<file path="config.mk">
export PLATFORM = sky130hd
export DESIGN_NAME = mdli_regs
export DESIGN_NICKNAME = d
export VERILOG_FILES = /design/src/modulated_delay_line_interp_defines.svh /design/src/mdli_pkg.sv /design/src/mdli_regs.sv
export SDC_FILE = /design/constraint.sdc
export NUM_CORES = 1
export LEC_CHECK = 0
export BUFFER_PORTS_ARGS = -buffer_cell sky130_fd_sc_hd__buf_2
export CAP_MARGIN = 40
export CORE_UTILIZATION = 39
export CTS_BUF_LIST = sky130_fd_sc_hd__clkbuf_2 sky130_fd_sc_hd__clkbuf_4 sky130_fd_sc_hd__clkbuf_8
export DETAILED_ROUTE_END_ITERATION = 7
export HOLD_SLACK_MARGIN = 0.15
export PLACE_DENSITY = 0.93
export SLEW_MARGIN = 20
export SYNTH_ARGS = -nofsm -noshare
export SYNTH_HDL_FRONTEND = slang
export SYNTH_SLANG_ARGS = --single-unit
</file>
<file path="constraint.sdc">
create_clock -name i_clk -period 2.4 [get_ports i_clk]
set_input_delay 0.48 -clock i_clk [delete_from_list [all_inputs] [get_ports i_clk]]
set_output_delay 0.48 -clock i_clk [all_outputs]
set_load 0.01 [all_outputs]
</file>
<file path="src/modulated_delay_line_interp_defines.svh">
// Assertion macros used by the delay line top module.
// Each macro checks on the rising edge of i_clk and is disabled during reset.
`ifndef MODULATED_DELAY_LINE_INTERP_DEFINES_SVH
`define MODULATED_DELAY_LINE_INTERP_DEFINES_SVH

// The consequent must hold in the same cycle as the antecedent.
`define MDLI_ASSERT_SAME(label, ante, cons) \
    label: assert property (@(posedge i_clk) disable iff (!i_rst_n) (ante) |-> (cons)) \
        else $error("same-cycle check failed");

// The consequent must hold in the cycle after the antecedent.
`define MDLI_ASSERT_NEXT(label, ante, cons) \
    label: assert property (@(posedge i_clk) disable iff (!i_rst_n) (ante) |=> (cons)) \
        else $error("next-cycle check failed");

`endif

</file>
<file path="src/mdli_pkg.sv">
`default_nettype none

package mdli_pkg;

    // Fixed field widths.
    localparam int CFG_W     = 12;
    localparam int MOD_W     = 16;
    localparam int FRAC_BITS = 16;

    // Register port geometry: one 32-bit register at byte address zero.
    localparam int PADDR_W     = 3;
    localparam int PDATA_W     = 32;
    localparam int REG_IDX_LSB = 2;

    typedef logic [PADDR_W-1:REG_IDX_LSB] t_reg_idx;

    localparam t_reg_idx REG_DELAY_LENGTH = 1'b0;

    // Sequencer states, one-hot.
    typedef enum logic [6:0] {
        S_IDLE = 7'b0000001,
        S_MUL  = 7'b0000010,
        S_ADDR = 7'b0000100,
        S_RD0  = 7'b0001000,
        S_RD1  = 7'b0010000,
        S_MIX  = 7'b0100000,
        S_OUT  = 7'b1000000
    } t_state;

endpackage

`default_nettype wire

</file>
<file path="src/mdli_regs.sv">
`default_nettype none

module mdli_regs
    import mdli_pkg::*;
#(
    parameter int MAX_DEPTH = 2048
) (
    input  wire logic                          i_clk,
    input  wire logic                          i_rst_n,
    input  wire logic                          psel,
    input  wire logic                          penable,
    input  wire logic                          pwrite,
    input  wire logic [PADDR_W-1:0]            paddr,
    input  wire logic [PDATA_W-1:0]            pwdata,
    output logic      [PDATA_W-1:0]            prdata,
    output logic                               pready,
    output logic      [$clog2(MAX_DEPTH+1)-1:0] o_len
);

    localparam int LW = $clog2(MAX_DEPTH + 1);
    localparam int CW = (LW > CFG_W) ? LW : CFG_W;

    logic [CW-1:0] r_len;
    t_reg_idx      reg_idx;
    logic          wr_en;

    assign pready  = 1'b1;
    assign reg_idx = paddr[PADDR_W-1:REG_IDX_LSB];
    assign wr_en   = psel && penable && pwrite && pready;

    // Length register; writes keep the low field bits only.
    always_ff @(posedge i_clk) begin
        if (!i_rst_n) begin
            r_len <= CW'(MAX_DEPTH);
        end else if (wr_en) begin
            unique case (reg_idx)
                REG_DELAY_LENGTH: r_len <= CW'(pwdata[CFG_W-1:0]);
                default: ;
            endcase
        end
    end

    // Read-back decoder.
    always_comb begin
        unique case (reg_idx)
            REG_DELAY_LENGTH: prdata = PDATA_W'(r_len);
            default:          prdata = '0;
        endcase
    end

    // Lengths beyond the store depth act as the full depth.
    assign o_len = (r_len > CW'(MAX_DEPTH)) ? LW'(MAX_DEPTH) : r_len[LW-1:0];

endmodule

`default_nettype wire

</file>
==> qor.txt, run 1 <==
Result of the run: complete, no violations
Synthesized-area fraction occupied by adder cells: 0
Post-place instance area: 937 um^2
Startpoint class of the critical path: flop
Required arrival time at the worst endpoint: 1.92 ns
Maximum buffer depth of the clock tree: 2
Max frequency: 0.602 GHz
Fraction of the mapped netlist area in compound gates: 0
Yosys top cell area share: 0.292
Die outline width: 47.9 um
Final standard cell area without fillers: 973 um^2
Synthesized flop and latch total: 12
Detailed Place HPWL: 1110 um
Regs by FF count: r_len x12
Initial standard-cell utilization of the core: 0.415
Register with the most flip-flops: r_len
Die area: 2300 um^2
Mapped Cells: 102
Mean area per synthesized cell: 8.07 um^2
Overflow after GRT: 0
Proportion of synthesized chip area in sequential cells: 0.292
Std-Cell Core Area: 1980 um^2
Clk Tree Root Cell: sky130_fd_sc_hd__clkbuf_4
Initial detailed-routing violation count: 0
Simple-Gate Fraction of Synth Area: 0.305
Worst min path class: in2reg
Clock Sink Count: 12
MaxCap Viol Count: 0
Antenna diode instance count: 0
Area delta synth->final: 18.2%
H-tree levels: 1
Die H: 47.9 um
TritonCTS clock tree: yes
Minimum clock period after layout: 1.66 ns
Via count of the first global-routing pass: 433
First-pass GRT wire length: 1770 um
Setup Total Neg Slack: 0 ns
1st-pass router iterations: 1
Area share of xor/xnor cells in the synthesized design: 0
WL final: 1400 um
Sequential fraction of design power: 0.494
Net switching power of the design: 0.102 mW
Netlist Area Pre-Place: 823 um^2
Portion of total power attributed to combinational logic: 0.141
Count of pins over their slew limit: 0
I/O pin cnt: 85
Most common cell after layout, fill and taps aside: sky130_fd_sc_hd__buf_2
Number of hold violations in the final report: 0
# port buffers: 41
Share of final-layout standard cells stronger than drive strength 1: 0.331
Routed via count divided by cell count: 4.04
IR Drop Worst-Case VDD: 207 uV
Row count: 16
Largest net degree at the start of global routing: 25
Remaining DRCs: 0
Internal power: 0.318 mW
Critical path arrival: 1.18 ns
Hold buffer count at CTS: 0
Clk_lat worst skew: 0.26 ns
Flip-flop count of the largest register after layout: 12
Kind of end point of the critical path: output pin
Total vias in the final route: 670
Post-route core utilization: 0.491
Final setup viols: 0
Unique masters post-synth: 12
Power per unit of standard cell area: 431 nW/um^2
CTS resizes: 0
Portion of netlist area occupied by mux cells: 0.146
Post-detailed-route wirelength per cell: 8.45 um
Library cell with the largest summed area after synthesis: sky130_fd_sc_hd__dfxtp_1
Total routing resource utilization after global routing: 0.112
Crit Path Category: reg2out
Static Leak: 0.498 nW
Proportion of power drawn by the clock network: 0.365
Leading cell types in the layout, fill and taps excluded: sky130_fd_sc_hd__buf_2 (41), sky130_fd_sc_hd__nor2b_1 (23), sky130_fd_sc_hd__nand2_1 (22)
Setup repair after global routing missed its margin: no
Yosys warns: 0
Routability congestion estimate: 0.592
Initial antenna violation count: 0
Clock transition at the registers of the reported paths: 0.07 ns
Largest fanout on the critical path: 14
Combinational family with the most area after synthesis: simple AND/OR/NAND/NOR gates
Net count of the finished layout: 180
Main area contributors after synthesis: sky130_fd_sc_hd__dfxtp_1 (29%), sky130_fd_sc_hd__buf_4 (19%), sky130_fd_sc_hd__nor2b_1 (17%)
Final Skew: 0 ns
Post-route clock period utilization: 0.692
TritonCTS Buffers: 3
Filler Cells Inserted: 212
Switching fraction of total power: 0.242
Post-route ant nets: 0
Total setup buffers inserted after CTS: 0
[cell usage after synthesis, drive strengths merged]
cell	n
buf	24
mux2i	12
dfxtp	12
nor2b	23
and2b	2
nand2	22
and4b	1
clkbuf	4
conb	2
[per-layer routing]
| layer | global-route usage | wire (um) | up-vias |
|---|---|---|---|
| li1 | - | - | 346 |
| met1 | 0.121 | 596 | 289 |
| met2 | 0.208 | 693 | 35 |
| met3 | 0.0226 | 113 | 0 |
| met4 | 0.0500 | 0 | 0 |
| met5 | 0 | 0 | - |
[per-stage QoR]
stage / hold slack (ns) / setup slack [ns] / total power [mW] / std cells
final: 0.458 / 0.740 / 0.420 / 166
after global routing: 0.450 / 0.626 / 0.447 / 166
after CTS: 0.450 / 0.721 / 0.429 / 166
after detailed placement: 0.456 / 0.891 / 0.271 / 162
after global placement: 0.448 / 0.890 / 0.270 / 162
after floorplan: 0.439 / 1.09 / 0.277 / 121
[power by group through the flow]
| stage | Clock [mW] | Combinational (mW) | Sequential [mW] |
|---|---|---|---|
| 2_1_floorplan | 0 | 0.0674 | 0.210 |
| 3_3_place_gp | 0 | 0.0588 | 0.212 |
| 3_5_place_dp | 0 | 0.0593 | 0.212 |
| 4_1_cts | 0.162 | 0.0594 | 0.207 |
| 5_1_grt | 0.170 | 0.0688 | 0.208 |
| 6_report | 0.153 | 0.0592 | 0.207 |
[layout make-up]
class	count	area, um^2	area share
clock buffers	4	36.3	0.0373
multi-input cells	81	450	0.463
flip-flops and latches	12	240	0.247
well taps	27	33.8	0.0347
repair buffers	42	213	0.219
[critical path, stage by stage (launching register included)]
cell                      delay, ns
sky130_fd_sc_hd__dfxtp_1       0.62
sky130_fd_sc_hd__and2b_1       0.18
sky130_fd_sc_hd__buf_2         0.12
[cells by family after synthesis]
| logic type | Yosys count |
|---|---|
| muxes | 12 |
| buffers and inverters | 28 |
| other | 2 |
| and+or+nand+nor | 48 |
| DFF | 12 |
[path summary, 6_finish.rpt]
kind | from | end | slack [ns] | cells after the start
max | r_len[11]$_SDFFE_PN1P_ | prdata[11] | 0.74 | 2
min | pwdata[0] | r_len[0]$_SDFFE_PN0P_ | 0.46 | 3
max reg2reg | r_len[11]$_SDFFE_PN1P_ | r_len[11]$_SDFFE_PN1P_ | 1.51 | 2
min reg2reg | r_len[5]$_SDFFE_PN0P_ | r_len[5]$_SDFFE_PN0P_ | 0.47 | 2
Note: power is estimated with default switching activity, not from simulation.
==> inputs of run 2 (changes only) <==
--- a/config.mk
+++ b/config.mk
@@ -7,11 +7,11 @@
 export LEC_CHECK = 0
 export BUFFER_PORTS_ARGS = -buffer_cell sky130_fd_sc_hd__buf_2
 export CAP_MARGIN = 40
-export CORE_UTILIZATION = 39
+export CORE_UTILIZATION = 36
 export CTS_BUF_LIST = sky130_fd_sc_hd__clkbuf_2 sky130_fd_sc_hd__clkbuf_4 sky130_fd_sc_hd__clkbuf_8
 export DETAILED_ROUTE_END_ITERATION = 7
 export HOLD_SLACK_MARGIN = 0.15
-export PLACE_DENSITY = 0.93
+export PLACE_DENSITY = 0.87
 export SLEW_MARGIN = 20
 export SYNTH_ARGS = -nofsm -noshare
 export SYNTH_HDL_FRONTEND = slang
==> constraint.sdc (replaced) <==
create_clock -name i_clk -period 1.7 [get_ports i_clk]
set_input_delay 0.34 -clock i_clk [delete_from_list [all_inputs] [get_ports i_clk]]
set_output_delay 0.34 -clock i_clk [all_outputs]
set_load 0.01 [all_outputs]
==> qor.txt, run 2 (synthesized netlist as in run 1, its figures left out) <==
Internal power: 0.449 mW (+41%)
Leading cell types in the layout, fill and taps excluded: sky130_fd_sc_hd__buf_2 (41), sky130_fd_sc_hd__nor2b_1 (23), sky130_fd_sc_hd__nand2_1 (22)
TritonCTS clock tree: yes
Number of hold violations in the final report: 0 (unchanged)
Critical path arrival: 1.19 ns (about the same)
Die H: 49.8 um (+3.9%)
Setup repair after global routing missed its margin: no
Largest fanout on the critical path: 14 (unchanged)
Critical path startpoint: r_len[11]$_SDFFE_PN1P_
Row count: 16 (unchanged)
Routed via count divided by cell count: 4.10 (+1.5%)
Via count of the first global-routing pass: 613 (+42%)
Clock Sink Count: 12 (unchanged)
IR Drop Worst-Case VDD: 367 uV (+77%)
Slack of the worst reg-to-reg path: 0.81 ns (-0.70 ns)
Initial standard-cell utilization of the core: 0.399 (-0.0161)
TritonCTS Buffers: 3 (unchanged)
Result of the run: complete, no violations
H-tree levels: 1 (unchanged)
Met3 wire length: 152 um (+35%)
Cells after DPL: 162 (unchanged)
Switching fraction of total power: 0.257 (+0.0147)
Last element of the critical path: prdata[11]
Total setup buffers inserted after CTS: 0 (unchanged)
Startpoint class of the critical path: flop
Met2 wire length: 770 um (+11%)
Final setup viols: 0 (unchanged)
Maximum buffer depth of the clock tree: 2 (unchanged)
I/O pin cnt: 85 (unchanged)
Non-filler cells in the finished layout: 166 (unchanged)
Power per unit of standard cell area: 621 nW/um^2 (+44%)
Area delta synth->final: 18.2% (unchanged)
Die outline width: 49.8 um (+3.9%)
Sequential fraction of design power: 0.484 (-0.010)
Post-route clock period utilization: 0.902
Routability congestion estimate: 0.654 (+11%)
Std-Cell Core Area: 2060 um^2 (+4.0%)
Remaining DRCs: 0 (unchanged)
Static Leak: 0.498 nW (unchanged)
Detailed Place HPWL: 1190 um (+6.3%)
Kind of end point of the critical path: output pin
Post-detailed-route wirelength per cell: 9.44 um (+12%)
Share of final-layout standard cells stronger than drive strength 1: 0.331 (unchanged)
Count of pins over their slew limit: 0 (unchanged)
1st-pass router iterations: 2 (+1)
Largest net degree at the start of global routing: 25 (unchanged)
CTS resizes: 0 (unchanged)
Setup Total Neg Slack: 0 ns (unchanged)
Post-route ant nets: 0 (unchanged)
Highest routing layer actually used: met3
Total routing resource utilization after global routing: 0.136 (+0.0236)
Net switching power of the design: 0.155 mW (+53%)
Total vias in the final route: 680 (+1.5%)
Initial antenna violation count: 0 (unchanged)
Overflow after GRT: 0 (unchanged)
Final Skew: 0 ns (unchanged)
First-pass GRT wire length: 2570 um (+45%)
Flip-flop count of the largest register after layout: 12 (unchanged)
Max frequency: 0.652 GHz
Worst min path class: in2reg
WL final: 1570 um (+12%)
MaxCap Viol Count: 0 (unchanged)
Proportion of power drawn by the clock network: 0.375 (+0.010)
Initial detailed-routing violation count: 2 (+2)
Clk_lat worst skew: 0.27 ns (about the same)
Clk Tree Root Cell: sky130_fd_sc_hd__clkbuf_4
Hold buffer count at CTS: 0 (unchanged)
Minimum clock period after layout: 1.53 ns
Most common cell after layout, fill and taps aside: sky130_fd_sc_hd__buf_2
Antenna diode instance count: 0 (unchanged)
Die area: 2480 um^2 (+8.0%)
Met1 layer wirelength in the final routing: 644 um (+8.1%)
Cell depth of the worst flop-to-flop path: 2 (unchanged)
Reg-to-Reg End: r_len[11]$_SDFFE_PN1P_
Required arrival time at the worst endpoint: 1.36 ns (-0.56 ns)
Crit Path Category: reg2out
Portion of total power attributed to combinational logic: 0.141 (about the same)
Clock transition at the registers of the reported paths: 0.08 ns (about the same)
Regs by FF count: r_len x12
Critical register-to-register path startpoint: r_len[11]$_SDFFE_PN1P_
# port buffers: 41 (unchanged)
Net count of the finished layout: 180 (unchanged)
Register with the most flip-flops: r_len
## run 2: final cells by class
type / count / area, um^2
Clock buffer: 4 / 36.3
Fill cell: 211 / 1090
Multi-Input combinational cell: 81 / 450
Sequential cell: 12 / 240
Tap cell: 27 / 33.8
Timing Repair Buffer: 42 / 213
## run 2: critical path, stage by stage (launching register included)
cell                      delay (ns)
sky130_fd_sc_hd__dfxtp_1        0.62
sky130_fd_sc_hd__and2b_1        0.18
sky130_fd_sc_hd__buf_2          0.12
## run 2: worst min path at each step
stage,from,endpoint,slack (ns),depth (start not counted)
final,pwdata[9],r_len[9]$_SDFFE_PN0P_,0.31,3
after floorplan,r_len[0]$_SDFFE_PN0P_,r_len[0]$_SDFFE_PN0P_,0.44,2
after global routing,pwdata[5],r_len[5]$_SDFFE_PN0P_,0.31,3
after detailed placement,r_len[9]$_SDFFE_PN0P_,r_len[9]$_SDFFE_PN0P_,0.46,2
after CTS,pwdata[6],r_len[6]$_SDFFE_PN0P_,0.30,3
after global placement,r_len[5]$_SDFFE_PN0P_,r_len[5]$_SDFFE_PN0P_,0.45,2
## run 2: through the flow
stage | power (mW) | setup slack (ns) | utilization | instance area [um^2] | hold WS (ns)
floorplan | 0.392 | 0.534 | - | 895 | 0.439
global placement | 0.381 | 0.420 | 0.454 | 937 | 0.445
detailed placement | 0.384 | 0.364 | 0.454 | 937 | 0.457
CTS | 0.612 | 0.139 | 0.472 | 973 | 0.304
global route | 0.632 | 0.0716 | 0.472 | 973 | 0.313
finish | 0.605 | 0.167 | 0.472 | 973 | 0.312
## run 2: power groups by stage
| stage | combinational [mW] | clock, mW | sequential [mW] |
|---|---|---|---|
| after CTS | 0.0852 | 0.235 | 0.292 |
| after detailed placement | 0.0850 | 0 | 0.299 |
| after global placement | 0.0820 | 0 | 0.299 |
| final | 0.0852 | 0.227 | 0.292 |
| after floorplan | 0.0952 | 0 | 0.297 |
| after global routing | 0.0949 | 0.244 | 0.293 |
## run 2: routing by layer
layer  track usage  vias to the layer above
met3        0.0340                        0
met1         0.146                      292
li1              -                      346
met4        0.0429                        0
met5             0                        -
met2         0.255                       42
==> inputs of run 3 (changes only) <==
--- a/config.mk
+++ b/config.mk
@@ -5,13 +5,14 @@
 export SDC_FILE = /design/constraint.sdc
 export NUM_CORES = 1
 export LEC_CHECK = 0
+export ABC_AREA = 1
 export BUFFER_PORTS_ARGS = -buffer_cell sky130_fd_sc_hd__buf_2
 export CAP_MARGIN = 40
 export CORE_UTILIZATION = 36
 export CTS_BUF_LIST = sky130_fd_sc_hd__clkbuf_2 sky130_fd_sc_hd__clkbuf_4 sky130_fd_sc_hd__clkbuf_8
 export DETAILED_ROUTE_END_ITERATION = 7
 export HOLD_SLACK_MARGIN = 0.15
-export PLACE_DENSITY = 0.87
+export PLACE_DENSITY = 0.86
 export SLEW_MARGIN = 20
 export SYNTH_ARGS = -nofsm -noshare
 export SYNTH_HDL_FRONTEND = slang
==> qor.txt, run 3 <==
Result of the run: complete, no violations
Final standard cell area without fillers: 1040 um^2 (+7.2%)
Post-detailed-route wirelength per cell: 8.58 um (-9.1%)
Library cell with the largest summed area after synthesis: sky130_fd_sc_hd__dfxtp_1
Clk_lat worst skew: 0.28 ns (about the same)
Critical path arrival: 1.35 ns (+0.16 ns)
Routed via count divided by cell count: 4.16 (+1.7%)
TritonCTS Buffers: 3 (unchanged)
Static Leak: 0.557 nW (+12%)
Filler Cells Inserted: 243 (+15%)
Worst min path class: in2reg
Area delta synth->final: 24.3%
Setup repair after global routing missed its margin: yes
Largest fanout on the critical path: 6 (-8)
Mean area per synthesized cell: 6.66 um^2 (-17%)
Setup Total Neg Slack: 0 ns (unchanged)
Antenna diode instance count: 0 (unchanged)
Synthesized flop and latch total: 12 (unchanged)
Remaining DRCs: 0 (unchanged)
I/O pin cnt: 85 (unchanged)
Slack of the worst reg-to-reg path: 0.89 ns (+0.08 ns)
Post-route ant nets: 0 (unchanged)
Max frequency: 0.590 GHz (-9.5%)
Unique masters post-synth: 18 (+6)
Main area contributors after synthesis: sky130_fd_sc_hd__dfxtp_1 (29%), sky130_fd_sc_hd__buf_4 (21%), sky130_fd_sc_hd__nor2_1 (17%)
Post-route clock period utilization: 0.996 (+0.0943)
List of most frequent post-synthesis cells: sky130_fd_sc_hd__nor2_1 (39), sky130_fd_sc_hd__buf_4 (23), sky130_fd_sc_hd__dfxtp_1 (12), sky130_fd_sc_hd__inv_1 (12), sky130_fd_sc_hd__a21oi_2 (10)
Final setup viols: 0 (unchanged)
Number of enable-type register cells in the synthesized netlist: 0 (unchanged)
Count of pins over their slew limit: 0 (unchanged)
Startpoint class of the critical path: flop
Most used flip-flop cell after synthesis: sky130_fd_sc_hd__dfxtp_1
Kind of end point of the critical path: output pin
Reg-to-Reg End: r_len[11]$_SDFFE_PN1P_
Critical register-to-register path startpoint: r_len[11]$_SDFFE_PN1P_
Proportion of synthesized chip area in sequential cells: 0.286 (-0.00565)
Final Skew: 0 ns (unchanged)
Via count of the first global-routing pass: 688 (+12%)
Post-route core utilization: 0.472 (about the same)
Worst Hold Launch: pwdata[11]
Initial detailed-routing violation count: 4 (+2)
Power per unit of standard cell area: 677 nW/um^2 (+9.1%)
Routability congestion estimate: 0.765 (+17%)
Largest net degree at the start of global routing: 15 (-40%)
Net count of the finished layout: 208 (+16%)
Post-place instance area: 980 um^2 (+4.5%)
Total vias in the final route: 812 (+19%)
H-tree levels: 1 (unchanged)
Sequential standard cell area: 246 um^2 (+2.6%)
Mapped Cells: 126 (+24%)
Std-Cell Core Area: 2210 um^2 (+7.3%)
Least-Margin Pin Slew: 0.508 ns
Row count: 17 (+1)
# port buffers: 41 (unchanged)
Initial standard-cell utilization of the core: 0.380 (-0.0197)
TritonCTS clock tree: yes
WL final: 1670 um (+6.8%)
Instance count along the most critical hold path: 3 (unchanged)
MaxCap Viol Count: 0 (unchanged)
Regs by FF count: r_len x12
IR Drop Worst-Case VDD: 265 uV (-28%)
Critical path startpoint: r_len[0]$_SDFFE_PN0P_
Share of async-settable or async-resettable flops after synthesis: 0 (unchanged)
Yosys top cell area share: 0.286 (-0.00565)
Multi-input gate area in the final layout: 427 um^2 (-5.3%)
Leading cell types in the layout, fill and taps excluded: sky130_fd_sc_hd__buf_2 (41), sky130_fd_sc_hd__nor2_1 (38), sky130_fd_sc_hd__conb_1 (21)
Share of final-layout standard cells stronger than drive strength 1: 0.425 (+0.0942)
Headroom to the max-slew limit: 0.661
Worst-case hold slack: 0.278 ns (-0.0331 ns)
Cell depth of the worst flop-to-flop path: 3 (+1)
Netlist Area Pre-Place: 840 um^2 (+2.0%)
Number of hold violations in the final report: 0 (unchanged)
Maximum buffer depth of the clock tree: 2 (unchanged)
Die H: 50.3 um (+0.94%)
Hold endpoint: r_len[11]$_SDFFE_PN1P_
Detailed Place HPWL: 1330 um (+12%)
Total routing resource utilization after global routing: 0.137 (+0.00139)
Clock transition at the registers of the reported paths: 0.08 ns (about the same)
Initial antenna violation count: 0 (unchanged)
Clock Sink Count: 12 (unchanged)
Most common cell after layout, fill and taps aside: sky130_fd_sc_hd__buf_2
Die area: 2530 um^2 (+1.9%)
Minimum clock period after layout: 1.69 ns (+0.160 ns)
1st-pass router iterations: 6 (+4)
Required arrival time at the worst endpoint: 1.36 ns (about the same)
Register with the most flip-flops: r_len
Flip-flop count of the largest register after layout: 12 (unchanged)
First-pass GRT wire length: 2640 um (+3.0%)
Overflow after GRT: 0 (unchanged)
Crit Path Category: reg2out
Die outline width: 50.3 um (+0.94%)
Yosys warns: 0 (unchanged)
Clk Tree Root Cell: sky130_fd_sc_hd__clkbuf_4
Leading cell type by number of instances after synthesis: sky130_fd_sc_hd__nor2_1
## run 3: cell types whose count changed after synthesis, moves of 2 or more
cell                       before  now
sky130_fd_sc_hd__clkbuf_1       4    2
sky130_fd_sc_hd__and2b_1        2    0
sky130_fd_sc_hd__o21ai_0        0    8
sky130_fd_sc_hd__a21oi_2        0   10
sky130_fd_sc_hd__inv_1          0   12
sky130_fd_sc_hd__buf_4         21   23
sky130_fd_sc_hd__nor2_1         0   39
sky130_fd_sc_hd__o21ai_1        0    3
sky130_fd_sc_hd__nor2b_1       23    0
sky130_fd_sc_hd__mux2i_1       12    0
sky130_fd_sc_hd__nand2_1       22    6
## run 3: area by class of cell
| type | instances | area share |
|---|---|---|
| flip-flops and latches | 12 | 0.236 |
| clock buffers | 4 | 0.0348 |
| repair buffers | 46 | 0.240 |
| inverters | 13 | 0.0468 |
| multi-input cells | 92 | 0.409 |
| well taps | 28 | 0.0336 |
## run 3: how the worst max path moves through the flow
stage,endpoint,slack [ns],cells past startpoint
after global routing,o_len[7],-0.10,7
final,o_len[8],0.006,7
after global placement,o_len[3],0.31,7
after floorplan,o_len[10],0.45,6
after detailed placement,o_len[2],0.31,7
after CTS,o_len[0],-0.01,7
## run 3: cell families after synthesis
group,share of synthesized area
compound gates,0.185
simple gates,0.222
flops,0.286
other cells,0.00895
buf+inv,0.298
## run 3: where the power goes
part / switching [mW] / internal (mW) / leakage (nW)
combinational: 0.108 / 0.0676 / 0.436
sequential: 0.00617 / 0.291 / 0.0999
clock: 0.103 / 0.130 / 0.0210
## run 3: routing by layer
layer,wire length [um],global-route usage
met1,682,0.129
met2,820,0.260
met3,126,0.0273
met4,44,0.0972
met5,0,0
## run 3: what timing repair did
action | in CTS | in global routing
gates cloned | 0 | 0
buffers inserted | 0 | 1
pin swaps | 0 | 4
setup endpoints to repair | 4 | 11
hold buffers | 0 | 0
gates resized for setup | 3 | 8
## run 3: per-stage QoR
| step | setup WS, ns | power [mW] | std cells |
|---|---|---|---|
| after detailed placement | 0.306 | 0.468 | 190 |
| after global routing | -0.101 | 0.742 | 195 |
| after CTS | -0.0124 | 0.697 | 194 |
| after floorplan | 0.453 | 0.453 | 145 |
| after global placement | 0.306 | 0.466 | 190 |
| final | 0.00625 | 0.707 | 195 |
## run 3: worst max-delay path, cell delays in order (launching register included)
cell and delay (ns):
sky130_fd_sc_hd__dfxtp_2 0.33, sky130_fd_sc_hd__nor2_1 0.09, sky130_fd_sc_hd__nand2_1 0.06, sky130_fd_sc_hd__nor2_1 0.10
sky130_fd_sc_hd__nand2_1 0.09, sky130_fd_sc_hd__buf_6 0.15, sky130_fd_sc_hd__a21oi_2 0.12, sky130_fd_sc_hd__buf_2 0.14
